<file path="config.mk">
export PLATFORM = sky130hd
export DESIGN_NAME = multicast_filter_table_unit
export DESIGN_NICKNAME = d
export VERILOG_FILES = /design/src/mft_pkg.sv /design/src/mft_ram.sv /design/src/mft_entry_cmp.sv /design/src/multicast_filter_table_unit.sv
export SDC_FILE = /design/constraint.sdc
export NUM_CORES = 1
export LEC_CHECK = 0
export BUFFER_PORTS_ARGS = -buffer_cell sky130_fd_sc_hd__buf_4
export CORE_MARGIN = 2
export CORE_UTILIZATION = 60
export DETAILED_ROUTE_END_ITERATION = 8
export PLACE_DENSITY_LB_ADDON = 0.2
export SYNTH_ARGS = -nofsm -noshare
export SYNTH_HDL_FRONTEND = slang
export SYNTH_SLANG_ARGS = --single-unit
</file>
<file path="constraint.sdc">
create_clock -name clk_i -period 7.56 [get_ports clk_i]
set_input_delay 0.756 -clock clk_i [delete_from_list [all_inputs] [get_ports clk_i]]
set_output_delay 0.756 -clock clk_i [all_outputs]
set_load 0.01 [all_outputs]
</file>
<file path="src/mft_pkg.sv">
// shared types, codes and the bucket hash of the multicast filter table
package mft_pkg;

  localparam int unsigned DEF_TABLE_ENTRIES = 16;
  localparam int unsigned ADDR_W            = 48;
  localparam int unsigned REFS_W            = 16;
  localparam int unsigned BUCKET_W          = 6;
  localparam int unsigned SLICES            = ADDR_W / BUCKET_W;

  localparam logic [REFS_W-1:0] REFS_MAX = '1;
  localparam logic [REFS_W-1:0] REFS_ONE = REFS_W'(1);
  localparam logic [ADDR_W-1:0] ADDR_BCAST = '1;

  typedef enum logic [1:0] {
    OP_ADD      = 2'd0,
    OP_REMOVE   = 2'd1,
    OP_CLASSIFY = 2'd2,
    OP_RESET    = 2'd3
  } op_e;

  typedef enum logic [1:0] {
    ST_OK        = 2'd0,
    ST_NO_RES    = 2'd1,
    ST_NOT_SUP   = 2'd2,
    ST_BAD_STATE = 2'd3
  } status_e;

  typedef enum logic [1:0] {
    CMD_NONE  = 2'd0,
    CMD_SET   = 2'd1,
    CMD_CLEAR = 2'd2,
    CMD_RESET = 2'd3
  } cmd_e;

  typedef struct packed {
    op_e               operation;
    logic [ADDR_W-1:0] address;
  } in_item_t;

  typedef struct packed {
    status_e             status;
    cmd_e                hash_command;
    logic [BUCKET_W-1:0] bucket;
    logic                is_broadcast;
    logic                is_multicast;
    logic                deliver;
  } out_item_t;

  // one table entry as held in memory
  typedef struct packed {
    logic [ADDR_W-1:0] address;
    logic [REFS_W-1:0] refs;
  } entry_t;

  // outcome of comparing one entry against the request address
  typedef struct packed {
    logic              in_use;
    logic              hit;
    logic              same_bucket;
    logic [REFS_W-1:0] refs;
  } cmp_t;

  // xor of the eight 6-bit slices
  function automatic logic [BUCKET_W-1:0] bucket_of(input logic [ADDR_W-1:0] a);
    logic [BUCKET_W-1:0] h;
    h = '0;
    for (int k = 0; k < SLICES; k++) begin
      h = h ^ a[BUCKET_W*k +: BUCKET_W];
    end
    return h;
  endfunction

endpackage

</file>
<file path="src/mft_ram.sv">
// generic simple dual-port ram, registered read
module mft_ram #(
  parameter int unsigned WIDTH = 64,
  parameter int unsigned DEPTH = 16,
  localparam int unsigned AW = (DEPTH > 1) ? $clog2(DEPTH) : 1
) (
  input  logic             clk_i,
  input  logic             we_i,
  input  logic [AW-1:0]    waddr_i,
  input  logic [WIDTH-1:0] wdata_i,
  input  logic             re_i,
  input  logic [AW-1:0]    raddr_i,
  output logic [WIDTH-1:0] rdata_o
);

  logic [WIDTH-1:0] mem_q [DEPTH];
  logic [WIDTH-1:0] rdata_q;

  always_ff @(posedge clk_i) begin
    if (we_i) begin
      mem_q[waddr_i] <= wdata_i;
    end
    if (re_i) begin
      rdata_q <= mem_q[raddr_i];
    end
  end

  assign rdata_o = rdata_q;

endmodule

</file>
<file path="src/mft_entry_cmp.sv">
// compares one table entry read from memory against the request address
module mft_entry_cmp import mft_pkg::*; (
  input  entry_t            entry_i,
  input  logic              valid_i,
  input  logic [ADDR_W-1:0] address_i,
  output cmp_t              cmp_o
);

  logic addr_eq;
  logic bkt_eq;

  assign addr_eq = (entry_i.address == address_i);
  assign bkt_eq  = (bucket_of(entry_i.address) == bucket_of(address_i));

  // an entry without its valid bit reads as free
  assign cmp_o.in_use      = valid_i;
  assign cmp_o.hit         = valid_i && addr_eq;
  assign cmp_o.same_bucket = valid_i && bkt_eq && !addr_eq;
  assign cmp_o.refs        = valid_i ? entry_i.refs : '0;

endmodule

</file>
<file path="src/multicast_filter_table_unit.sv">
// top level of the refcounted multicast address filter table
// add, remove and classify scan every entry between the accepting edge and the edge
// that takes the result; the next item is taken at that same edge
// the single memory read port scans one entry per cycle
// table reset skips the scan; the result strobe is one cycle wide, never stalled
// reset empties the table through per-entry valid bits and sets hash_capable to 1
module multicast_filter_table_unit import mft_pkg::*; #(
  parameter int unsigned TABLE_ENTRIES = DEF_TABLE_ENTRIES
) (
  input  logic      clk_i,
  input  logic      rst_ni,
  // command channel
  input  logic      start,
  output logic      busy,
  input  in_item_t  req_i,
  // result strobe and payload
  output logic      done_o,
  output out_item_t rsp_o,
  // hash_capable register write channel
  input  logic      cfg_valid_i,
  output logic      cfg_ready_o,
  input  logic      cfg_data_i
);

  localparam int unsigned IdxW = (TABLE_ENTRIES > 1) ? $clog2(TABLE_ENTRIES) : 1;
  localparam int unsigned CntW = $clog2(TABLE_ENTRIES + 1);
  localparam logic [CntW-1:0] LastIdx = CntW'(TABLE_ENTRIES - 1);

  typedef enum logic [1:0] {
    S_IDLE,
    S_SCAN,
    S_TAIL,
    S_COMMIT
  } state_e;

  state_e    state_q;
  in_item_t  req_q;
  logic      hash_cap_q;

  // scan bookkeeping
  logic [CntW-1:0]   scan_q;      // next entry to read
  logic              rd_pend_q;   // memory data valid this cycle
  logic [IdxW-1:0]   ridx_q;      // entry that the memory data belongs to
  logic              vrd_q;       // its valid bit, read alongside
  logic              have_free_q;
  logic [IdxW-1:0]   free_idx_q;
  logic              have_slot_q;
  logic [IdxW-1:0]   slot_idx_q;
  logic [REFS_W-1:0] slot_refs_q;
  logic              used_q;      // another live entry shares the bucket

  // table state kept in flops
  logic [TABLE_ENTRIES-1:0] valid_q;
  logic [CntW-1:0]          count_q;

  // result register
  logic      done_q;
  out_item_t rsp_q;

  // memory port signals
  logic            ram_we;
  logic [IdxW-1:0] ram_waddr;
  entry_t          ram_wdata;
  logic            ram_re;
  logic [$bits(entry_t)-1:0] ram_rdata;
  entry_t          rd_ent;
  cmp_t            cmp;

  // commit decisions
  logic            commit;
  logic            wr_en;
  logic            set_vld;
  logic            clr_vld;
  logic            cnt_inc;
  logic            cnt_dec;
  logic            clear_all;
  out_item_t       rsp_d;
  logic            bcast;

  assign busy        = (state_q != S_IDLE);
  assign cfg_ready_o = 1'b1;
  assign done_o      = done_q;
  assign rsp_o       = rsp_q;

  // one read per cycle during the scan
  assign ram_re = (state_q == S_SCAN);
  assign rd_ent = entry_t'(ram_rdata);

  mft_ram #(
    .WIDTH($bits(entry_t)),
    .DEPTH(TABLE_ENTRIES)
  ) u_ram (
    .clk_i  (clk_i),
    .we_i   (ram_we),
    .waddr_i(ram_waddr),
    .wdata_i(ram_wdata),
    .re_i   (ram_re),
    .raddr_i(scan_q[IdxW-1:0]),
    .rdata_o(ram_rdata)
  );

  mft_entry_cmp u_cmp (
    .entry_i  (rd_ent),
    .valid_i  (vrd_q),
    .address_i(req_q.address),
    .cmp_o    (cmp)
  );

  // work out the write-back and the result from the scan summary
  assign commit = (state_q == S_COMMIT);
  assign bcast  = (req_q.address == ADDR_BCAST);

  always_comb begin
    wr_en     = 1'b0;
    ram_waddr = free_idx_q;
    ram_wdata = '{address: req_q.address, refs: REFS_ONE};
    set_vld   = 1'b0;
    clr_vld   = 1'b0;
    cnt_inc   = 1'b0;
    cnt_dec   = 1'b0;
    clear_all = 1'b0;
    rsp_d     = '{status: ST_OK, hash_command: CMD_NONE, bucket: '0,
                  is_broadcast: 1'b0, is_multicast: 1'b0, deliver: 1'b0};
    case (req_q.operation)
      OP_ADD: begin
        if (have_slot_q) begin
          // existing member: bump the count unless it is pinned
          if (slot_refs_q == REFS_MAX) begin
            rsp_d.status = ST_NO_RES;
          end else begin
            wr_en          = 1'b1;
            ram_waddr      = slot_idx_q;
            ram_wdata.refs = slot_refs_q + REFS_ONE;
          end
        end else if (!have_free_q) begin
          rsp_d.status = ST_NO_RES;
        end else if ((count_q == '0) && !hash_cap_q) begin
          rsp_d.status = ST_NOT_SUP;
        end else begin
          // new member in the lowest free entry
          wr_en   = 1'b1;
          set_vld = 1'b1;
          cnt_inc = 1'b1;
          if (!used_q) begin
            rsp_d.hash_command = CMD_SET;
            rsp_d.bucket       = bucket_of(req_q.address);
          end
        end
      end
      OP_REMOVE: begin
        if (!have_slot_q) begin
          rsp_d.status = ST_BAD_STATE;
        end else if (slot_refs_q == REFS_ONE) begin
          // last reference gone: entry becomes free
          clr_vld = 1'b1;
          cnt_dec = (count_q != '0);
          if (!used_q) begin
            rsp_d.hash_command = CMD_CLEAR;
            rsp_d.bucket       = bucket_of(req_q.address);
          end
        end else begin
          wr_en          = 1'b1;
          ram_waddr      = slot_idx_q;
          ram_wdata.refs = slot_refs_q - REFS_ONE;
        end
      end
      OP_CLASSIFY: begin
        rsp_d.is_broadcast  = bcast;
        rsp_d.is_multicast  = req_q.address[0] && !bcast;
        // exact miss on a multicast group drops the frame
        rsp_d.deliver = !(req_q.address[0] && !bcast) || have_slot_q;
      end
      OP_RESET: begin
        clear_all = 1'b1;
        if (hash_cap_q) begin
          rsp_d.hash_command = CMD_RESET;
        end
      end
      default: begin
      end
    endcase
  end

  assign ram_we = commit && wr_en;

  // sequencer, scan summary, valid bits, count and result register
  always_ff @(posedge clk_i or negedge rst_ni) begin
    if (!rst_ni) begin
      state_q     <= S_IDLE;
      req_q       <= '0;
      hash_cap_q  <= 1'b1;
      scan_q      <= '0;
      rd_pend_q   <= 1'b0;
      ridx_q      <= '0;
      vrd_q       <= 1'b0;
      have_free_q <= 1'b0;
      free_idx_q  <= '0;
      have_slot_q <= 1'b0;
      slot_idx_q  <= '0;
      slot_refs_q <= '0;
      used_q      <= 1'b0;
      valid_q     <= '0;
      count_q     <= '0;
      done_q      <= 1'b0;
      rsp_q       <= '0;
    end else begin
      // result strobe follows the commit cycle
      done_q <= commit;
      if (cfg_valid_i && cfg_ready_o) begin
        hash_cap_q <= cfg_data_i;
      end

      // fold in the entry read in the previous cycle
      if (rd_pend_q) begin
        if (!have_slot_q) begin
          if (!cmp.in_use && !have_free_q) begin
            have_free_q <= 1'b1;
            free_idx_q  <= ridx_q;
          end
          if (cmp.hit) begin
            have_slot_q <= 1'b1;
            slot_idx_q  <= ridx_q;
            slot_refs_q <= cmp.refs;
          end
        end
        if (cmp.same_bucket) begin
          used_q <= 1'b1;
        end
      end

      case (state_q)
        S_IDLE: begin
          rd_pend_q <= 1'b0;
          if (start) begin
            req_q       <= req_i;
            scan_q      <= '0;
            have_free_q <= 1'b0;
            have_slot_q <= 1'b0;
            used_q      <= 1'b0;
            state_q     <= (req_i.operation == OP_RESET) ? S_COMMIT : S_SCAN;
          end
        end
        S_SCAN: begin
          rd_pend_q <= 1'b1;
          ridx_q    <= scan_q[IdxW-1:0];
          vrd_q     <= valid_q[scan_q[IdxW-1:0]];
          scan_q    <= scan_q + CntW'(1);
          if (scan_q == LastIdx) begin
            state_q <= S_TAIL;
          end
        end
        S_TAIL: begin
          rd_pend_q <= 1'b0;
          state_q   <= S_COMMIT;
        end
        S_COMMIT: begin
          rd_pend_q <= 1'b0;
          if (clear_all) begin
            valid_q <= '0;
            count_q <= '0;
          end else begin
            if (set_vld) begin
              valid_q[free_idx_q] <= 1'b1;
            end
            if (clr_vld) begin
              valid_q[slot_idx_q] <= 1'b0;
            end
            if (cnt_inc) begin
              count_q <= count_q + CntW'(1);
            end else if (cnt_dec) begin
              count_q <= count_q - CntW'(1);
            end
          end
          rsp_q   <= rsp_d;
          state_q <= S_IDLE;
        end
        default: begin
          state_q <= S_IDLE;
        end
      endcase
    end
  end

endmodule

</file>
==> impl_metrics.tcl <==
set metrics [dict create \
    outcome "completed" \
    n_antenna_cell 0 \
    leakage_nw 17.6 \
    synth_top_cell_by_area "edfxtp_1" \
    io_buffers 69 \
    slew_violations 0 \
    slew_headroom 0.130 \
    fillers 4885 \
    vdd_drop_max_v 0.000370 \
    hold_class "in2async" \
    synth_adder_area_share 0.00353 \
    clk_pin_slew_ps 60 \
    required_ps 7850 \
    drt-total-wl_mm 111 \
    syn_to_final_growth_pct 11.8 \
    end_kind "flop" \
    finalCriticalPeriod_ps 4550 \
    fp.dieW_um 287 \
    crit_type "reg2reg" \
    postCtsHoldBufs 0 \
    cts_max_path_buffers 3 \
    grt_pass1_vias 24398 \
    drtAntennaViolNets 0 \
    post-cts-setup-buffer-count 0 \
    die_area_um2 82600 \
    ys_seq_area_frac 0.744 \
    worst_pin_slew_ps 1300 \
    synth-main-ff-cell "edfxtp_1" \
    grt_usage 0.277 \
    gp_congestion 0.867 \
    synth-xor-area-share 0.0265 \
    synth-edff-count 1088 \
    critPathLaunchType "flop" \
    fin_nets 2462 \
    syn_area_per_cell_um2 21.3 \
    synthSimpleGateAreaFrac 0.0224 \
    cts_tree "built" \
    cts-root-buf "clkbuf_16" \
    multi_input_area_um2 12000 \
    die_h_um 287 \
    yosys_warnings 0 \
    critPathArrivalTime_ps 4840 \
    start_util 0.608 \
    synth_top_area_share 0.678 \
    r2r_cells 7 \
    critPathMaxFanout 43 \
    syn_nets 2331 \
    drive_above_1_share 0.297 \
    dp.final_hpwl_mm 62.5 \
    fin_tns_setup_ps 0 \
    syn-instance-count 2263 \
    finalHoldViolations 0 \
    synth_compound_area_frac 0.0211 \
    wire_per_inst_um 31.2 \
    grt_pass1_wl_mm 164 \
    syn_area_um2 48200 \
    async_flop_share 0.104 \
    viasPerCell 6.67 \
    clock_skew_ps 37.0 \
    grt_max_degree 108 \
    clock-sinks 1214 \
    drt_iter0_drc 2909 \
    grt.overflow.total 0 \
    fp.coreArea_um2 79300 \
    insertion_delay_ps 690 \
    drv_cap 0 \
    synthMuxAreaShare 0.172 \
    io_pins 71 \
    cts-buffers-inserted 115 \
    final_util 0.680 \
    p_per_area_nw_per_um2 379 \
    rows 103 \
    htree_levels 3 \
    regArea_um2 35800 \
    cts_resized 0 \
    rsz0062_at_grt "no" \
    fmaxAchievable_ghz 0.220 \
    vias 23631 \
    antenna_found_initial 0 \
    finalSetupViolCount 0 \
    drtPass1Iterations 5 \
    synth_most_common_cell "edfxtp_1" \
    synth_top_family_by_area "multiplexers" \
    ys_ff_latch 1214 \
    synthTopCellsByCount "1088 x edfxtp_1, 325 x mux4_2, 134 x xnor2_1" \
    min_period_over_period 0.602 \
    drcViolationCount 0 \
    ys_top_cells_by_area "edfxtp_1 68%, mux4_2 15%, dfrtp_1 6.5%, xnor2_1 2.4%, mux2_2 1.9%" \
    synth.distinct_cells 68 \
]
## final cells by class
cell class                 instances  area share
inverter                          22     0.00153
timing repair buffer             127      0.0185
clock buffer                     148      0.0567
multi-input combinational        914       0.222
sequential                      1214       0.665
clock inverter                    66      0.0114
tap                             1050      0.0244
## path summary, 6_finish.rpt
path / start / slack, ps / to
min in group clk_i: req_i[0] / 300 / ram_wdata[16]$_DFFE_PN0P_
min: rst_ni / 100 / ram_wdata[38]$_DFFE_PN0P_
max: slot_refs_q[0]$_DFFE_PN0P_ / 3010 / u_ram.mem_q[4][10]$_DFFE_PP_
min reg2reg: u_ram.rdata_o[7]$_DFFE_PP_ / 480 / slot_refs_q[7]$_DFFE_PN0P_
max reg2reg: slot_refs_q[0]$_DFFE_PN0P_ / 3010 / u_ram.mem_q[4][10]$_DFFE_PP_
max in group asynchronous: rst_ni / 6000 / scan_q[3]$_DFFE_PN0P_
## placed cells by master, fill, tap and decap left out, drive strengths merged, types with 3 or more instances in the layout
cell type     n
nor2b         8
nand2        30
nand4        28
ha           12
nor4b         3
inv          24
edfxtp     1088
o21ai        21
o22a          3
a211oi        3
nor4         12
bufinv        8
nor2         52
xnor2       134
or3           4
o31ai         8
dfrtp       125
clkbuf      148
buf         127
clkinv       51
a21o          5
clkinvlp      5
xor2         12
a31oi         5
mux4        325
a221oi        8
mux2         82
nand3         7
o221ai        3
a21oi        58
nand2b        7
o22ai        12
and3         17
and2          8
or4           3
nor3          8
## power breakdown
| group | leakage (nW) | switching [W] | internal [W] |
|---|---|---|---|
| clock network | 1.78 | 0.00244 | 0.00313 |
| registers | 11.8 | 0.000996 | 0.00848 |
| logic | 4.07 | 0.00282 | 0.00256 |
| total | 17.6 | 0.00626 | 0.0142 |
## state kept, by name, indices dropped and copies added (netlist names)
name	count
count_q	5
done_o	1
free_idx_q	4
hash_cap_q	1
have_free_q	1
have_slot_q	1
ram_wdata	48
rd_pend_q	1
req_q	2
ridx_q	4
rsp_o	13
scan_q	5
slot_idx_q	4
slot_refs_q	16
state_q	2
u_ram.mem_q	1024
u_ram.rdata_o	64
used_q	1
valid_q	16
vrd_q	1
## cells by family (layout without fill, tap and decap cells)
logic type	Yosys count	count (layout)
multiplexers	409	409
flip-flops	1214	1214
other	1	1
AND/OR/NAND/NOR	196	196
AO/OA/AOI/OAI	149	149
adder cells (fa/ha/maj)	13	13
XOR/XNOR	146	146
buffers and inverters	135	363
## critical path, cell delays in order, from the launching register on
cell and delay (ps):
dfrtp_1 530, ha_1 230, nor4b_2 230, nand4_2 180, o21ai_2 680, nand4b_1 400
a21boi_4 1030, buf_4 840
## layer usage
layer,up-vias,global-route usage,part of all wire
li1,9608,-,-
met1,12595,0.405,0.40
met2,1247,0.445,0.49
met3,181,0.0427,0.087
met4,0,0.0740,0.024
met5,-,0,0
## metrics by stage
step | hold WS [ps] | setup WS, ps | instances | cell area [um^2] | total power, W
2_1_floorplan | 454 | 659 | 2263 | 48200 | 0.0130
3_3_place_gp | 472 | 3210 | 3327 | 50200 | 0.0149
3_5_place_dp | 469 | 3090 | 3327 | 50200 | 0.0150
4_1_cts | 104 | 3050 | 3541 | 53900 | 0.0205
5_1_grt | 136 | 2760 | 3541 | 53900 | 0.0212
6_report | 100 | 3010 | 3541 | 53900 | 0.0204
Power figures use the tool's default switching activity.
